## src/hw/rtl/ehf_pkg.sv

```systemverilog
// ehf_pkg: shared types, constants and register codes of the EMA Hampel filter.
// No dependencies.
package ehf_pkg;

  localparam int HALF_WINDOW_MAX_DEF = 8;
  localparam int SAMPLE_WIDTH_DEF    = 32;

  // configuration register codes
  localparam logic [1:0] REG_GAIN      = 2'd0;
  localparam logic [1:0] REG_HALF_WIN  = 2'd1;
  localparam logic [1:0] REG_THRESHOLD = 2'd2;

  localparam int CFG_DATA_W = 17;

  localparam logic [16:0] GAIN_RESET = 17'd65536;
  localparam logic [16:0] GAIN_ONE   = 17'd65536;
  localparam logic [3:0]  HALF_RESET = 4'd8;
  localparam logic [15:0] THR_RESET  = 16'd768;

  // 256 * 10000 and 1.4826 * 10000
  localparam logic [21:0] LHS_SCALE = 22'd2560000;
  localparam logic [13:0] RHS_SCALE = 14'd14826;

  // controller commands to the datapath
  typedef struct packed {
    logic load_x;
    logic prod;
    logic upd;
    logic ins;
    logic adv;
    logic setup;
    logic step;
    logic mul1;
    logic mul2;
    logic fin;
  } ehf_cmd_t;

  // datapath status to the controller
  typedef struct packed {
    logic warm_full;
    logic merge_last;
    logic out_free;
  } ehf_status_t;

endpackage

```

## src/hw/rtl/ehf_ctrl.sv

```systemverilog
// ehf_ctrl: sequencing state machine of the EMA Hampel filter.
// Depends on ehf_pkg (command and status structs).
module ehf_ctrl (
  input  logic                clk,
  input  logic                rst_n,
  input  logic                in_valid,
  output logic                in_ready,
  input  ehf_pkg::ehf_status_t st,
  output ehf_pkg::ehf_cmd_t   cmd
);

  localparam logic [3:0] S_IDLE  = 4'd0;
  localparam logic [3:0] S_PROD  = 4'd1;
  localparam logic [3:0] S_UPD   = 4'd2;
  localparam logic [3:0] S_INS   = 4'd3;
  localparam logic [3:0] S_SETUP = 4'd4;
  localparam logic [3:0] S_MERGE = 4'd5;
  localparam logic [3:0] S_MUL1  = 4'd6;
  localparam logic [3:0] S_MUL2  = 4'd7;
  localparam logic [3:0] S_FIN   = 4'd8;

  logic [3:0] state_r, state_nxt;

  // next state and commands
  always_comb begin
    state_nxt = state_r;
    cmd       = '0;
    unique case (state_r)
      S_IDLE: begin
        if (in_valid) begin
          cmd.load_x = 1'b1;
          state_nxt  = S_PROD;
        end
      end
      S_PROD: begin
        cmd.prod  = 1'b1;
        state_nxt = S_UPD;
      end
      S_UPD: begin
        cmd.upd   = 1'b1;
        state_nxt = S_INS;
      end
      S_INS: begin
        cmd.ins = 1'b1;
        if (st.warm_full) begin
          state_nxt = S_SETUP;
        end else begin
          cmd.adv   = 1'b1;
          state_nxt = S_IDLE;
        end
      end
      S_SETUP: begin
        cmd.setup = 1'b1;
        state_nxt = S_MERGE;
      end
      S_MERGE: begin
        cmd.step = 1'b1;
        if (st.merge_last) begin
          state_nxt = S_MUL1;
        end
      end
      S_MUL1: begin
        cmd.mul1  = 1'b1;
        state_nxt = S_MUL2;
      end
      S_MUL2: begin
        cmd.mul2  = 1'b1;
        state_nxt = S_FIN;
      end
      S_FIN: begin
        if (st.out_free) begin
          cmd.fin   = 1'b1;
          state_nxt = S_IDLE;
        end
      end
      default: state_nxt = S_IDLE;
    endcase
  end

  always_ff @(posedge clk) begin
    if (!rst_n) begin
      state_r <= S_IDLE;
    end else begin
      state_r <= state_nxt;
    end
  end

  assign in_ready = (state_r == S_IDLE);

endmodule

```

## config.mk

```make
export PLATFORM = sky130hd
export DESIGN_NAME = ehf_ctrl
export DESIGN_NICKNAME = d
export VERILOG_FILES = /design/src/hw/rtl/ehf_pkg.sv /design/src/hw/rtl/ehf_ctrl.sv
export SDC_FILE = /design/constraint.sdc
export NUM_CORES = 1
export LEC_CHECK = 0
export ABC_CLOCK_PERIOD_IN_PS = 1240
export BUFFER_PORTS_ARGS = -buffer_cell sky130_fd_sc_hd__buf_2
export CAP_MARGIN = 20
export CORE_AREA = 2 2 39 41
export CTS_CLUSTER_SIZE = 40
export DETAILED_ROUTE_END_ITERATION = 8
export DIE_AREA = 0 0 41 43
export GPL_ROUTABILITY_DRIVEN = 0
export GPL_TIMING_DRIVEN = 0
export PLACE_DENSITY_LB_ADDON = 0.12
export SLEW_MARGIN = 20
export SYNTH_ARGS = -nofsm -noshare
export SYNTH_HDL_FRONTEND = slang
export SYNTH_SLANG_ARGS = --single-unit
```

## constraint.sdc

```tcl
create_clock -name clk -period 1.24 [get_ports clk]
set_input_delay 0.372 -clock clk [delete_from_list [all_inputs] [get_ports clk]]
set_output_delay 0.372 -clock clk [all_outputs]
set_load 0.02 [all_outputs]
```

==> impl_metrics.ini <==
[worst_setup_path]
required_ps = 870
worstSetupPathType = register to primary output
arrival_ps = 1240
cp-start-kind = register
cp-end-kind = primary output
cp_max_fo = 5

[detailed_routing]
wl_met1_um = 424
dr_total_vias = 403
top_layer = met3
met2_wirelength_um = 609
met3_length_um = 62
drt-total-wl_um = 1100
drt-pass1-iter-count = 3
antenna_left = 0
wl_per_cell_um = 12.5
first_iter_violations = 2
remaining_drc_errors = 0
viasPerCell = 4.58

[power]
power.switching_w = 0.000186
total_power_w = 0.000570
combPwrFrac = 0.467
ir_drop_mv = 0.340
clockPowerShare = 0.283
p_per_area_nw_per_um2 = 756
p_leak_nw = 0.335
p_sw_frac = 0.326
seq_power_share = 0.251
p_int_w = 0.000384

[place]
placed_area_um2 = 444
port_buffers = 16

[finish]
largest_register_ffs = 4
mostFrequentLayoutCells = 16 x buf_6, 12 x buf_4, 6 x buf_2, 4 x nor3_4
reg_top3 = state_r x4
final_util = 0.545
drive_gt1_frac = 0.792
nets = 80
largest-register = state_r
final_area_um2 = 754
final_common_cell = buf_6
diodes = 0
area_growth_pct = 145

[status]
status = finished with violations
violations = setup timing

[floorplan]
die_y_um = 43
core_area_um2 = 1380
die_width_um = 41
ios = 17
die_area_um2 = 1760
start_util = 0.222
core.rowCount = 14

[timing]
finalSetupViolCount = 12
worst_slack_ps = -371
hold_viol_final = 0
max_slew_margin = 0.833
rsz0062_at_grt = yes
post-route-period-util = 1.30
fin_worst_skew_ps = 0.504
maxSlewViolCount = 0
fmax_mhz = 621
worst_pin_slew_ps = 249
fin_tns_setup_ps = -3210
period_minus_slack_ps = 1610

[synthesis]
syn_area_um2 = 308
yosys-top-cells-area = dfxtp_1 26%, nand2b_1 8.1%, nor3_1 8.1%, nor4_4 6.9%, nand2b_4 4.5%
synth_mux_area_frac = 0
synth_seq_cells = 4
syn-instance-count = 37
ys_warn_count = 0
synth_nets = 43
synthXorXnorAreaFrac = 0
postSynthAreaPerCell_um2 = 8.32
synthAdderAreaFrac = 0
synth_top_cell_by_area = dfxtp_1
ys_types = 22
synth_top_family_by_area = simple AND/OR/NAND/NOR gates
synth_simple_gate_area_share = 0.565
synth_compound_area_frac = 0.0976
yosysTopAreaCellShare = 0.260
yosysSeqAreaShare = 0.260

[clock_network]
htreeDepth = 1
clock_latency_ps = 230
cts_max_path_buffers = 2
clkSlewWorstSetupHoldPaths_ps = 40
root_buffer = clkbuf_4
cts_buffers = 3
clock_sinks = 4
cts_tree = done
cts.hold.buffers_added = 0

[global_route]
grt.total_usage = 0.137
first_global_vias = 363
overflow = 0
grt_max_degree = 9
grt_pass1_wl_um = 1640
grt_antenna_before_repair = 0

[hold_path]
hp-class = input port to register

[run]
drv_cap = 0
## stage by stage
stage,hold slack [ps],setup WS [ps],cells
floorplan,489,-262,37
global placement,594,-240,69
detailed placement,600,-229,69
CTS,356,-384,81
global route,357,-438,88
finish,365,-371,88
## cell usage after synthesis
cell	instances
a21oi_1	2
and2_1	1
and4b_1	1
and4bb_1	1
buf_2	1
buf_4	1
buf_6	1
dfxtp_1	4
nand2_1	3
nand2b_1	4
nand2b_4	1
nand3b_1	1
nand4b_1	1
nor2_1	3
nor2_2	1
nor3_1	5
nor3b_1	1
nor4_4	1
o21a_1	1
o21ai_1	1
o31ai_1	1
or2b_1	1
## logic make-up (layout without fill, tap and decap cells)
| group | count (synthesis) | count (layout) |
|---|---|---|
| AND/OR/NAND/NOR | 25 | 25 |
| AO/OA/AOI/OAI | 5 | 5 |
| flip-flops | 4 | 4 |
| buffers and inverters | 3 | 38 |
## final timing paths
check | start | to | slack, ps | cells after the start
setup / recovery | state_r[0]$_SDFFE_PN0P_ | cmd[4] | -370 | 5
hold / removal | rst_n | state_r[3]$_SDFFE_PN0P_ | 360 | 2
setup reg to reg | state_r[2]$_SDFFE_PN0P_ | state_r[0]$_SDFFE_PN0P_ | 0 | 5
hold reg to reg | state_r[3]$_SDFFE_PN0P_ | state_r[1]$_SDFFE_PN0P_ | 660 | 2
## final cells by class
class / count / area (µm²)
Fill cell: 127 / 629
Multi-Input combinational cell: 30 / 304
Timing Repair Buffer: 33 / 289
Sequential cell: 4 / 92.6
Buffer: 2 / 26.3
Clock buffer: 3 / 22.5
Tap cell: 16 / 20.0
## power by group through the flow
stage	logic (W)	registers [W]	clock network (W)
3_3_place_gp	0.000158	0.000147	0
4_1_cts	0.000232	0.000142	0.000168
6_report	0.000266	0.000143	0.000161
5_1_grt	0.000287	0.000144	0.000179
2_1_floorplan	0.000117	0.000145	0
3_5_place_dp	0.000157	0.000147	0
## repair_timing
action,CTS,global route
resized for setup,35,13
setup buffers,10,8
setup endpoints to repair,11,11
pin swaps,8,8
## worst max-delay path, cell delays in order, from the launching register on
cell	delay [ps]
dfxtp_2	320
buf_6	120
buf_4	130
nand2b_4	160
nor3_4	130
buf_6	140
## routing by layer
layer	GRT usage	vias up
met5	0	-
met4	0.0600	0
met3	0.0366	0
met2	0.219	10
met1	0.163	189
li1	-	204
Power figures use the tool's default switching activity.
